===== src/design/lpg_pkg.sv =====
// Shared constants, types and helpers of the lexicographic permutation generator.
package lpg_pkg;

    // Symbol count, element and index widths
    localparam int MaxSymbols = 8;
    localparam int OutElems   = 8;
    localparam int SymW       = 4;
    localparam int SizeW      = 4;
    localparam int IdxW       = (MaxSymbols > 1) ? $clog2(MaxSymbols) : 1;
    localparam int DataW      = OutElems * SymW;
    localparam int InDataW    = 8;

    typedef logic [SymW-1:0]                  t_sym;
    typedef logic [IdxW-1:0]                  t_idx;
    typedef logic [SizeW-1:0]                 t_size;
    typedef logic [MaxSymbols-1:0][SymW-1:0]  t_order;

    // Write and reload commands from the sequencer to the order store
    typedef struct packed {
        logic  we;
        t_idx  wr_addr;
        t_sym  wr_data;
        logic  load_id;
        t_size id_size;
    } t_store_ctl;

    // Size written by the host: zero means one, too large saturates
    function automatic t_size clamp_size(input logic [SizeW-1:0] v);
        t_size r;
        if (v == '0) begin
            r = t_size'(1);
        end else if (v > t_size'(MaxSymbols)) begin
            r = t_size'(MaxSymbols);
        end else begin
            r = v;
        end
        return r;
    endfunction

    localparam t_size ResetSize = clamp_size(t_size'(8));

endpackage


===== src/design/lpg_regs.sv =====
// Order store: symbol registers with one read port, one write port and identity reload.
module lpg_regs (
    input  logic               i_clk,
    input  logic               i_rst_n,
    input  lpg_pkg::t_store_ctl i_ctl,
    input  lpg_pkg::t_idx      i_rd_addr,
    output lpg_pkg::t_sym      o_rd_data,
    output lpg_pkg::t_order    o_order,
    output logic               o_desc
);
    import lpg_pkg::*;

    t_order r_order;
    logic   w_desc;

    // Identity 1..n, zero from position n on
    function automatic t_order identity(input t_size n);
        t_order o;
        for (int i = 0; i < MaxSymbols; i++) begin
            o[i] = (i < int'(n)) ? t_sym'(i + 1) : '0;
        end
        return o;
    endfunction

    // Storage
    always_ff @(posedge i_clk) begin
        if (!i_rst_n) begin
            r_order <= identity(ResetSize);
        end else if (i_ctl.load_id) begin
            r_order <= identity(i_ctl.id_size);
        end else if (i_ctl.we) begin
            r_order[i_ctl.wr_addr] <= i_ctl.wr_data;
        end
    end

    // Single read port for the sequencer
    assign o_rd_data = r_order[i_rd_addr];

    // Descending when no adjacent pair ascends; unused tail is zero and never ascends
    always_comb begin
        w_desc = 1'b1;
        for (int i = 0; i + 1 < MaxSymbols; i++) begin
            if (r_order[i] < r_order[i+1]) begin
                w_desc = 1'b0;
            end
        end
    end

    assign o_desc  = w_desc;
    assign o_order = r_order;

endmodule


===== src/design/lpg_seq.sv =====
// Step sequencer: pivot scan, successor scan, swap and suffix reversal over one comparator.
module lpg_seq (
    input  logic                i_clk,
    input  logic                i_rst_n,
    input  logic                i_cfg_valid,
    input  logic [lpg_pkg::SizeW-1:0] i_cfg_data,
    output logic                o_cfg_ready,
    input  logic                i_req_valid,
    input  logic                i_req_bit,
    output logic                o_req_ready,
    input  lpg_pkg::t_sym       i_rd_data,
    output lpg_pkg::t_idx       o_rd_addr,
    output lpg_pkg::t_store_ctl o_ctl,
    input  logic                i_out_room,
    output logic                o_out_load
);
    import lpg_pkg::*;

    typedef enum logic [3:0] {
        ST_IDLE,
        ST_PIV_LOAD,
        ST_PIV_SCAN,
        ST_SUCC,
        ST_SWAP,
        ST_REV_A,
        ST_REV_B,
        ST_REV_C,
        ST_DONE
    } t_state;

    t_state r_state, n_state;
    t_size  r_size, n_size;
    logic   r_fresh, n_fresh;
    t_idx   r_idx, n_idx;
    t_idx   r_piv, n_piv;
    t_idx   r_lo, n_lo;
    t_idx   r_hi, n_hi;
    t_sym   r_prev, n_prev;
    t_sym   r_pv, n_pv;
    t_sym   r_tmp, n_tmp;

    t_size  w_size_m1;
    t_idx   w_last;
    t_idx   w_lo_inc;
    t_idx   w_hi_dec;
    t_sym   w_cmp_a, w_cmp_b;
    logic   w_lt;

    assign w_size_m1 = r_size - t_size'(1);
    assign w_last    = w_size_m1[IdxW-1:0];
    assign w_lo_inc  = r_lo + t_idx'(1);
    assign w_hi_dec  = r_hi - t_idx'(1);

    // Shared comparator: a < b
    always_comb begin
        unique case (r_state)
            ST_SUCC: begin
                w_cmp_a = r_pv;
                w_cmp_b = i_rd_data;
            end
            default: begin
                w_cmp_a = i_rd_data;
                w_cmp_b = r_prev;
            end
        endcase
    end
    assign w_lt = w_cmp_a < w_cmp_b;

    // Handshakes
    assign o_cfg_ready = (r_state == ST_IDLE);
    assign o_req_ready = (r_state == ST_IDLE) && !i_cfg_valid;

    // Read address
    always_comb begin
        unique case (r_state)
            ST_REV_A: o_rd_addr = r_lo;
            ST_REV_B: o_rd_addr = r_hi;
            default:  o_rd_addr = r_idx;
        endcase
    end

    // Next state, store commands
    always_comb begin
        n_state    = r_state;
        n_size     = r_size;
        n_fresh    = r_fresh;
        n_idx      = r_idx;
        n_piv      = r_piv;
        n_lo       = r_lo;
        n_hi       = r_hi;
        n_prev     = r_prev;
        n_pv       = r_pv;
        n_tmp      = r_tmp;
        o_ctl      = '0;
        o_out_load = 1'b0;

        unique case (r_state)
            ST_IDLE: begin
                if (i_cfg_valid) begin
                    n_size        = clamp_size(i_cfg_data);
                    n_fresh       = 1'b1;
                    o_ctl.load_id = 1'b1;
                    o_ctl.id_size = clamp_size(i_cfg_data);
                end else if (i_req_valid && i_req_bit) begin
                    if (r_fresh) begin
                        n_fresh = 1'b0;
                        n_state = ST_DONE;
                    end else begin
                        n_idx   = w_last;
                        n_state = ST_PIV_LOAD;
                    end
                end
            end
            ST_PIV_LOAD: begin
                n_prev = i_rd_data;
                if (r_idx == '0) begin
                    o_ctl.load_id = 1'b1;
                    o_ctl.id_size = r_size;
                    n_state       = ST_DONE;
                end else begin
                    n_idx   = r_idx - t_idx'(1);
                    n_state = ST_PIV_SCAN;
                end
            end
            ST_PIV_SCAN: begin
                if (w_lt) begin
                    n_piv   = r_idx;
                    n_pv    = i_rd_data;
                    n_idx   = w_last;
                    n_state = ST_SUCC;
                end else if (r_idx == '0) begin
                    // last ordering reached: wrap to identity
                    o_ctl.load_id = 1'b1;
                    o_ctl.id_size = r_size;
                    n_state       = ST_DONE;
                end else begin
                    n_prev = i_rd_data;
                    n_idx  = r_idx - t_idx'(1);
                end
            end
            ST_SUCC: begin
                // rightmost symbol above the pivot value takes the pivot value
                if (w_lt) begin
                    o_ctl.we      = 1'b1;
                    o_ctl.wr_addr = r_idx;
                    o_ctl.wr_data = r_pv;
                    n_tmp         = i_rd_data;
                    n_state       = ST_SWAP;
                end else begin
                    n_idx = r_idx - t_idx'(1);
                end
            end
            ST_SWAP: begin
                o_ctl.we      = 1'b1;
                o_ctl.wr_addr = r_piv;
                o_ctl.wr_data = r_tmp;
                n_lo          = r_piv + t_idx'(1);
                n_hi          = w_last;
                if ((r_piv + t_idx'(1)) < w_last) begin
                    n_state = ST_REV_A;
                end else begin
                    n_state = ST_DONE;
                end
            end
            ST_REV_A: begin
                n_tmp   = i_rd_data;
                n_state = ST_REV_B;
            end
            ST_REV_B: begin
                o_ctl.we      = 1'b1;
                o_ctl.wr_addr = r_hi;
                o_ctl.wr_data = r_tmp;
                n_tmp         = i_rd_data;
                n_state       = ST_REV_C;
            end
            ST_REV_C: begin
                o_ctl.we      = 1'b1;
                o_ctl.wr_addr = r_lo;
                o_ctl.wr_data = r_tmp;
                n_lo          = w_lo_inc;
                n_hi          = w_hi_dec;
                if (w_lo_inc < w_hi_dec) begin
                    n_state = ST_REV_A;
                end else begin
                    n_state = ST_DONE;
                end
            end
            ST_DONE: begin
                if (i_out_room) begin
                    o_out_load = 1'b1;
                    n_state    = ST_IDLE;
                end
            end
            default: begin
                n_state = ST_IDLE;
            end
        endcase
    end

    // State and working registers
    always_ff @(posedge i_clk) begin
        if (!i_rst_n) begin
            r_state <= ST_IDLE;
            r_size  <= ResetSize;
            r_fresh <= 1'b1;
        end else begin
            r_state <= n_state;
            r_size  <= n_size;
            r_fresh <= n_fresh;
        end
        r_idx  <= n_idx;
        r_piv  <= n_piv;
        r_lo   <= n_lo;
        r_hi   <= n_hi;
        r_prev <= n_prev;
        r_pv   <= n_pv;
        r_tmp  <= n_tmp;
    end

endmodule


===== src/design/lexicographic_permutation_generator.sv =====
// Top level of the lexicographic permutation generator: sequencer, order store, output register.
//
//  channel   direction  payload                                   accepted when
//  s_axis    in         tdata[0] next_request                     tvalid & tready
//  m_axis    out        tdata elem_0..elem_7, tlast is_last       tvalid & tready
//  cfg       in         i_cfg_data set_size                       i_cfg_valid & o_cfg_ready
//
// A request with next_request clear is taken and gives no item.
// The first request after reset or a size write gives the loaded identity; a later
// one runs the pivot scan, the successor scan, the swap and the suffix reversal in turn,
// serialised by the single read port of the order store and the one shared comparator.
// Reset (synchronous, active low) loads the identity of 8 symbols; a size write
// reloads the identity. The output register holds an item while m_axis_tready is low;
// the next request is taken meanwhile and its result waits in the sequencer until the
// register frees.
module lexicographic_permutation_generator (
    input  logic                          i_clk,
    input  logic                          i_rst_n,
    // next_request in bit 0
    input  logic                          s_axis_tvalid,
    output logic                          s_axis_tready,
    input  logic [lpg_pkg::InDataW-1:0]   s_axis_tdata,
    // elem_0 [3:0], elem_1 [7:4], ... elem_7 [31:28]
    output logic                          m_axis_tvalid,
    input  logic                          m_axis_tready,
    output logic [lpg_pkg::DataW-1:0]     m_axis_tdata,
    output logic                          m_axis_tlast,
    input  logic                          i_cfg_valid,
    output logic                          o_cfg_ready,
    input  logic [lpg_pkg::SizeW-1:0]     i_cfg_data
);
    import lpg_pkg::*;

    t_store_ctl w_ctl;
    t_idx       w_rd_addr;
    t_sym       w_rd_data;
    t_order     w_order;
    logic       w_desc;
    logic       w_out_room;
    logic       w_out_load;
    logic [DataW-1:0] w_elems;

    logic             r_tvalid;
    logic [DataW-1:0] r_tdata;
    logic             r_tlast;

    assign w_out_room = !r_tvalid || m_axis_tready;

    lpg_seq u_seq (
        .i_clk       (i_clk),
        .i_rst_n     (i_rst_n),
        .i_cfg_valid (i_cfg_valid),
        .i_cfg_data  (i_cfg_data),
        .o_cfg_ready (o_cfg_ready),
        .i_req_valid (s_axis_tvalid),
        .i_req_bit   (s_axis_tdata[0]),
        .o_req_ready (s_axis_tready),
        .i_rd_data   (w_rd_data),
        .o_rd_addr   (w_rd_addr),
        .o_ctl       (w_ctl),
        .i_out_room  (w_out_room),
        .o_out_load  (w_out_load)
    );

    lpg_regs u_regs (
        .i_clk     (i_clk),
        .i_rst_n   (i_rst_n),
        .i_ctl     (w_ctl),
        .i_rd_addr (w_rd_addr),
        .o_rd_data (w_rd_data),
        .o_order   (w_order),
        .o_desc    (w_desc)
    );

    // Pack reported positions; positions past the store read zero
    for (genvar g = 0; g < OutElems; g++) begin : g_pack
        if (g < MaxSymbols) begin : g_used
            assign w_elems[g*SymW +: SymW] = w_order[g];
        end else begin : g_zero
            assign w_elems[g*SymW +: SymW] = '0;
        end
    end

    // Output register
    always_ff @(posedge i_clk) begin
        if (!i_rst_n) begin
            r_tvalid <= 1'b0;
        end else if (w_out_load) begin
            r_tvalid <= 1'b1;
        end else if (m_axis_tready) begin
            r_tvalid <= 1'b0;
        end
        if (w_out_load) begin
            r_tdata <= w_elems;
            r_tlast <= w_desc;
        end
    end

    assign m_axis_tvalid = r_tvalid;
    assign m_axis_tdata  = r_tdata;
    assign m_axis_tlast  = r_tlast;

endmodule


===== config.mk =====
export PLATFORM = sky130hd
export DESIGN_NAME = lexicographic_permutation_generator
export DESIGN_NICKNAME = d
export VERILOG_FILES = /design/src/design/lpg_pkg.sv /design/src/design/lpg_regs.sv /design/src/design/lpg_seq.sv /design/src/design/lexicographic_permutation_generator.sv
export SDC_FILE = /design/constraint.sdc
export NUM_CORES = 1
export LEC_CHECK = 0
export BUFFER_PORTS_ARGS = -buffer_cell sky130_fd_sc_hd__buf_2
export CAP_MARGIN = 10
export CORE_MARGIN = 4
export CORE_UTILIZATION = 31
export CTS_BUF_LIST = sky130_fd_sc_hd__clkbuf_16
export CTS_CLUSTER_DIAMETER = 150
export DETAILED_ROUTE_END_ITERATION = 10
export GPL_ROUTABILITY_DRIVEN = 0
export PLACE_DENSITY_LB_ADDON = 0.12
export SYNTH_ARGS = -nofsm -noshare
export SYNTH_HDL_FRONTEND = slang
export SYNTH_SLANG_ARGS = --single-unit

===== constraint.sdc =====
create_clock -name i_clk -period 3.9 [get_ports i_clk]
set_clock_uncertainty 0.05 [all_clocks]
set_input_delay 0.78 -clock i_clk [delete_from_list [all_inputs] [get_ports i_clk]]
set_output_delay 0.78 -clock i_clk [all_outputs]
set_load 0.1 [all_outputs]

# ---- After elaboration in Yosys (flattened, before gate mapping)
# Index checks and enable logic that the tools add are counted.
dict set report totals {
  register_bits 99
  out_inout_bits 36
  wordCells 148
}
dict set report classes {
  add_sub_neg 5
  order_cmp 22
  eq_ne 17
  mux 58
  reduce_logical 25
}
# cell count
set op_table {}
lappend op_table {{$mux 4} 20}
lappend op_table {{$mux 32} 2}
lappend op_table {{$pmux 4 s9} 1}
lappend op_table {{$bwmux 32} 1}
lappend op_table {{$lt 4x4->1} 8}
lappend op_table {{$pmux 8 s4} 1}
lappend op_table {{$mux 3} 10}
lappend op_table {{$pmux 3 s2} 3}
lappend op_table {{$eq 4x3->1 const B} 4}
lappend op_table {{$lt 3x4->1 const A} 4}
lappend op_table {{$pmux 4 s2} 2}
lappend op_table {{$mux 5} 3}
lappend op_table {{$pmux 5 s3} 1}
lappend op_table {{$bmux 4 s3} 1}
lappend op_table {{$demux 4 s3} 1}
lappend op_table {{$pmux 3 s4} 1}
lappend op_table {{$reduce_bool 2->1} 6}
lappend op_table {{$ne 2x2->1 const B} 5}
lappend op_table {{$reduce_and 5->1} 2}
lappend op_table {{$sub 3x1->3 const B} 3}
lappend op_table {{$eq 4x2->1 const B} 2}
lappend op_table {{$logic_not 4->1} 2}
lappend op_table {{$lt 1x4->1 const A} 2}
lappend op_table {{$lt 2x4->1 const A} 2}
lappend op_table {{other kinds (21)} 40}

# ---- Longest topological paths before layout
dict set report logic_depth {
  ltp_word 15
  depth_mapped 22
}

# ---- Cells and area by module
# From an unflattened synthesis, not the netlist that was laid out.
dict set report hier_totals {
  hier_cells 524
  area_unflattened_um2 5460.2
}
# module instances cells_per_inst area_each_um2 seq_area_each_um2
set modules_own_cells {}
lappend modules_own_cells {lpg_seq 1 237 2212.1 900.9}
lappend modules_own_cells {lpg_regs 1 250 2208.4 640.6}
lappend modules_own_cells {lexicographic_permutation_generator 1 37 1039.7 1011.0}

# ---- Least setup slack after synthesis
# Ideal clock, no wire load.
dict set report synth_timing {
  path_kind {flip-flop to flip-flop}
  start {register u_seq.r_state[3]}
  end {register u_regs.r_order (netlist bit u_regs.o_order[24])}
  arrival_time_ns 4.037
  required_ns 3.730
  setup_slack_ns -0.307
  stages_incl_launch_ff 20
  path_buffers 2
  path_cell_list {dfxtp_1 > buf_4 > and4bb_1 > nand2_1 > nand3_1 > buf_1 > mux2i_1 > nand2_1 > o21ai_0 > o21ai_0 > mux2i_1 > ha_1 > a21o_1 > a21oi_1 > nand2_1 > nor3b_1 > a21oi_4 > nor3b_4 > nor3b_1 > a211o_1}
}
dict set report synth_between {
  elab_chain_len 15
}
# item line_no
set synth_rtl {}
lappend synth_rtl {{from (decl)} lpg_seq.sv:31} ;# t_state r_state, n_state;
lappend synth_rtl {{from (signal assigned)} lpg_seq.sv:207} ;# r_state <= n_state;
lappend synth_rtl {{$eq 4x3->1} lpg_seq.sv:75} ;# unique case (r_state)
lappend synth_rtl {{$pmux 3 s2 *} lpg_seq.sv:75}
lappend synth_rtl {{$bmux 4 s3 *} lpg_regs.sv:37} ;# assign o_rd_data = r_order[i_rd_addr];
lappend synth_rtl {{$mux 4 (implied by the code) *} lpg_regs.sv:37}
lappend synth_rtl {{named net u_regs.o_rd_data[2]} lpg_regs.sv:7} ;# output lpg_pkg::t_sym o_rd_data,
lappend synth_rtl {{$mux 4} lpg_seq.sv:56} ;# unique case (r_state)
lappend synth_rtl {{$lt 4x4->1 *} lpg_seq.sv:67} ;# assign w_lt = w_cmp_a < w_cmp_b;
lappend synth_rtl {{$mux 8} lpg_seq.sv:143} ;# if (w_lt) begin
lappend synth_rtl {{$pmux 8 s4} lpg_seq.sv:97} ;# unique case (r_state)
lappend synth_rtl {{$lt 3x4->1 (implied by the code) / $ge 3x1->1 (equally long branches)} lpg_regs.sv:32} ;# r_order[i_ctl.wr_addr] <= i_ctl.wr_data;
lappend synth_rtl {{$logic_and 1x1->1 (implied by the code)} lpg_regs.sv:32}
lappend synth_rtl {{$mux 4 (implied by the code)} lpg_regs.sv:32}
lappend synth_rtl {{$demux 4 s3} -}
lappend synth_rtl {{$bwmux 32} lpg_regs.sv:32}
lappend synth_rtl {{$mux 32} lpg_regs.sv:31} ;# end else if (i_ctl.we) begin
lappend synth_rtl {{$mux 32} lpg_regs.sv:29} ;# end else if (i_ctl.load_id) begin
lappend synth_rtl {{to (signal assigned)} lpg_regs.sv:28} ;# r_order <= identity(ResetSize);
lappend synth_rtl {{to (signal assigned)} lpg_regs.sv:30} ;# r_order <= identity(i_ctl.id_size);
lappend synth_rtl {{to (signal, indexed assignment)} lpg_regs.sv:32}
lappend synth_rtl {{to (decl)} lpg_regs.sv:13} ;# t_order r_order;
# Mark *: on every way through the listed nets, which the timed path passes. The rest lies on a longest branch. The select of a mux whose other input is x is not followed.
# A chain may end at the register's enable or synchronous reset.

# ---- Final worst setup path
dict set report layout_timing {
  start {register u_seq.r_state[3]}
  end {register u_regs.r_order (netlist bit u_regs.o_order[21])}
}
# The elaborated chain is that of the path after synthesis.

==> reports/results.tsv <==
metric	value	unit
slowest_stage	dfxtp_4	
crit-reg2reg-capture	u_regs.o_order[21]$_SDFFE_PN1P_	
start_util	31.82	%
power.switching	0.002541	W
min_period	4.081	ns
portBuffers	45	
r2r_start	u_seq.r_state[3]$_SDFFE_PN0P_	
slew_violations	0	
hold_end	m_axis_tdata[19]$_DFFE_PP_	
core-area	18090	um^2
grt_pass1_wl	25.94	mm
synth_area_leaders	edfxtp_1, dfxtp_1, ha_1	
worstHoldStart	u_regs.o_order[19]$_SDFFE_PN0P_	
finalHoldViolCount	0	
hold_buffers	0	
worst_slack	-0.1808	ns
worst_ir_drop_vdd	0.0007213	V
synth-async-reset-ratio	0	%
status	finished, violations left	
numCtsBuffers	9	
clockPowerShare	16.1	%
netlist_area	5754	um^2
vias	4976	
h-tree-depth	3	
place_ws	-0.5220	ns
grt-ovfl-total	0	
ys_warn_count	0	
hp-class	flop to flop	
worstPathCellList	or2b_1 -> o21ai_2 -> nand3_4 -> buf_12 -> nand2_4 -> o21ai_2 -> o211ai_1 -> o21ai_4 -> nor2_2 -> nor2_1 -> ha_1 -> a21o_1 -> a21oi_4 -> nand2_4 -> o31ai_4 -> a21oi_4 -> nor3b_4 -> buf_6 -> buf_12 -> buf_6 -> a21o_1 -> a21o_1	
p_sw_share	46.72	%
ys_ff_latch	99	
cts_root_buf	clkbuf_16	
start_kind	flop	
path_class	flop to flop	
slowest_delay	0.38	ns
crit_fanout	8	
fillers	1717	
area_growth_syn_to_layout	35.88	%
clk_path_buf_depth	2	
crit_top_cell	a21o_1	
rsz0062_at_grt	yes	
grt_max_degree	34	
dr.first_iter.drc_count	333	
cp.required	4.10	ns
clock_latency	0.35	ns
post-synth-top-area-fraction	29.75	%
pwr-share-seq	28.7	%
layout-drive-gt1-share	35.01	%
syn_area_per_cell	9.820	um^2
yosys.area.top_type	edfxtp_1	
ys_seq_area_share	44.36	%
final_nets	783	
antenna_cells	0	
total_power	0.005439	W
power_density	695.6	nW/um^2
avgViaCountPerCell	5.151	
r2r_cells	22	
fp-row-count	49	
holdPathStages	0	
synth-edff-count	57	
cts_sinks	99	
final_util	43.23	%
drc	0	
synth_cell_type_count	70	
grt_antenna_before_repair	0	
drt_wl_total	17.18	mm
fmax	245.0	MHz
wl_per_cell	17.78	um
grtUsageTotal	16.06	%
crit_start	u_seq.r_state[3]$_SDFFE_PN0P_	
reg2reg_setup_slack	-0.18	ns
timing.setup.tns	-3.845	ns
cp.arrival	4.28	ns
clkTransAtPathRegs	0.08	ns
dp_hpwl	12.51	mm
fin_crit_sh	104.6	%
synth-main-ff-cell	edfxtp_1	
firstDrtPassIters	4	
slew_headroom	36.40	%
die_width	144.2	um
worst-slew-pin-transition	0.9517	ns
place_area	6812	um^2
drv_cap	0	
mappedNetlistNets	637	
finalSetupViolations	34	
violations	negative setup slack	
synth_cells	586	
cts_tree	yes	
die_area	20810	um^2
layout_commonest_cell	buf_4	
ant_nets	0	
io_pins	53	
die_y	144.2	um
grt_pass1_vias	4713	
end_kind	flop	
mostFrequentLayoutCells	buf_4, edfxtp_1, buf_2, nor2_1, dfxtp_1	
internal_power	0.002898	W
leakagePower	3.258	nW
fin_area	7819	um^2
power_frac_comb	55.2	%
[layout make-up]
class	instances	area (um^2)	share of cell area [%]
Sequential cell	99	2562	32.77
Timing Repair Buffer	156	1211	15.49
Tap cell	229	286.5	3.665
Clock buffer	9	225.2	2.880
Clock inverter	7	58.81	0.7521
Multi-Input combinational cell	430	3339	42.71
Inverter	36	135.1	1.728
[synth_stat cells (3+ instances only)]
library cell / n
nor2_1: 48
a221o_1: 3
nor2b_1: 8
o31ai_1: 3
clkbuf_1: 11
a21boi_0: 3
o311ai_0: 3
xor2_1: 4
buf_6: 3
a21o_1: 21
or3_1: 3
o211a_1: 3
and3_1: 12
a21oi_1: 26
edfxtp_1: 57
a31oi_1: 4
nor4_1: 5
and2_1: 11
dfxtp_1: 42
nand2_1: 45
nand3b_1: 3
xnor2_1: 4
a21boi_1: 3
nand2b_1: 15
mux2_2: 3
nand3_1: 20
buf_4: 4
mux2i_1: 19
o21ai_0: 34
a311o_1: 4
o21a_1: 12
a21oi_4: 3
buf_2: 3
o211ai_1: 8
a211o_1: 6
a22oi_1: 4
ha_1: 34
inv_1: 36
nor3_1: 14
[how the worst max path moves through the flow]
stage | depth (start not counted) | endpoint
after floorplan | 20 | u_regs.o_order[24]$_SDFFE_PN1P_
after global placement | 19 | u_regs.o_order[3]$_SDFFE_PN0P_
after detailed placement | 19 | u_regs.o_order[11]$_SDFFE_PN0P_
after CTS | 21 | u_regs.o_order[9]$_SDFFE_PN1P_
after global routing | 19 | u_regs.o_order[23]$_SDFFE_PN0P_
final | 22 | u_regs.o_order[21]$_SDFFE_PN1P_
[sequential cells by signal, summed over array words and instances (netlist names), 3 cells and up]
signal / count
u_seq.r_idx: 3
u_seq.r_state: 4
u_regs.o_order: 32
u_seq.r_prev: 4
u_seq.r_piv: 3
u_seq.r_hi: 3
u_seq.r_pv: 4
u_seq.r_lo: 3
m_axis_tdata: 32
u_seq.r_tmp: 4
u_seq.r_size: 4
[metrics by stage]
stage | std cells | hold WS [ns]
global placement | 921 | 0.4060
detailed placement | 921 | 0.4093
finish | 966 | 0.4231
CTS | 944 | 0.4302
global route | 966 | 0.4435
floorplan | 586 | 0.3800
[layer usage]
| metal | vias to the layer above | track usage, % | part of all wire, % |
|---|---|---|---|
| met2 | 100 | 24.67 | 45 |
| met4 | 0 | 4.566 | 2.1 |
| met3 | 25 | 2.778 | 3.8 |
| li1 | 2449 | - | - |
| met1 | 2402 | 23.29 | 49 |
| met5 | - | 0 | 0 |
[kinds of logic after synthesis]
family | count (synthesis) | share of synthesized area [%]
simple gates | 205 | 18.79
compound gates | 158 | 19.55
flops | 99 | 44.36
buf+inv | 59 | 4.566
fa+ha+maj | 34 | 7.393
mux | 23 | 4.131
xor+xnor | 8 | 1.218
[power by group through the flow]
stage | sequential, W | clock, W | combinational [W]
6_report | 0.00156 | 0.000877 | 0.00300
5_1_grt | 0.00158 | 0.000937 | 0.00321
4_1_cts | 0.00155 | 0.000899 | 0.00264
3_5_place_dp | 0.00157 | 0 | 0.00253
3_3_place_gp | 0.00156 | 0 | 0.00250
2_1_floorplan | 0.00213 | 0 | 0.00122
[worst max-delay path: cells and delay by family, from the launching register on]
kind / cells / cell delay [ns]
adders and majority gates: 1 / 0.32
AOI/OAI and AO/OA: 10 / 1.73
buffers and inverters: 4 / 0.54
DFF: 1 / 0.38
and+or+nand+nor: 7 / 0.94
[what timing repair did]
| action | CTS | global route |
|---|---|---|
| endpoints found under the setup margin | 43 | 55 |
| gates resized for setup | 30 | 87 |
| setup buffers | 6 | 19 |
| pin swaps | 6 | 28 |
| cloned | 1 | 3 |
Power figures use the tool's default switching activity.
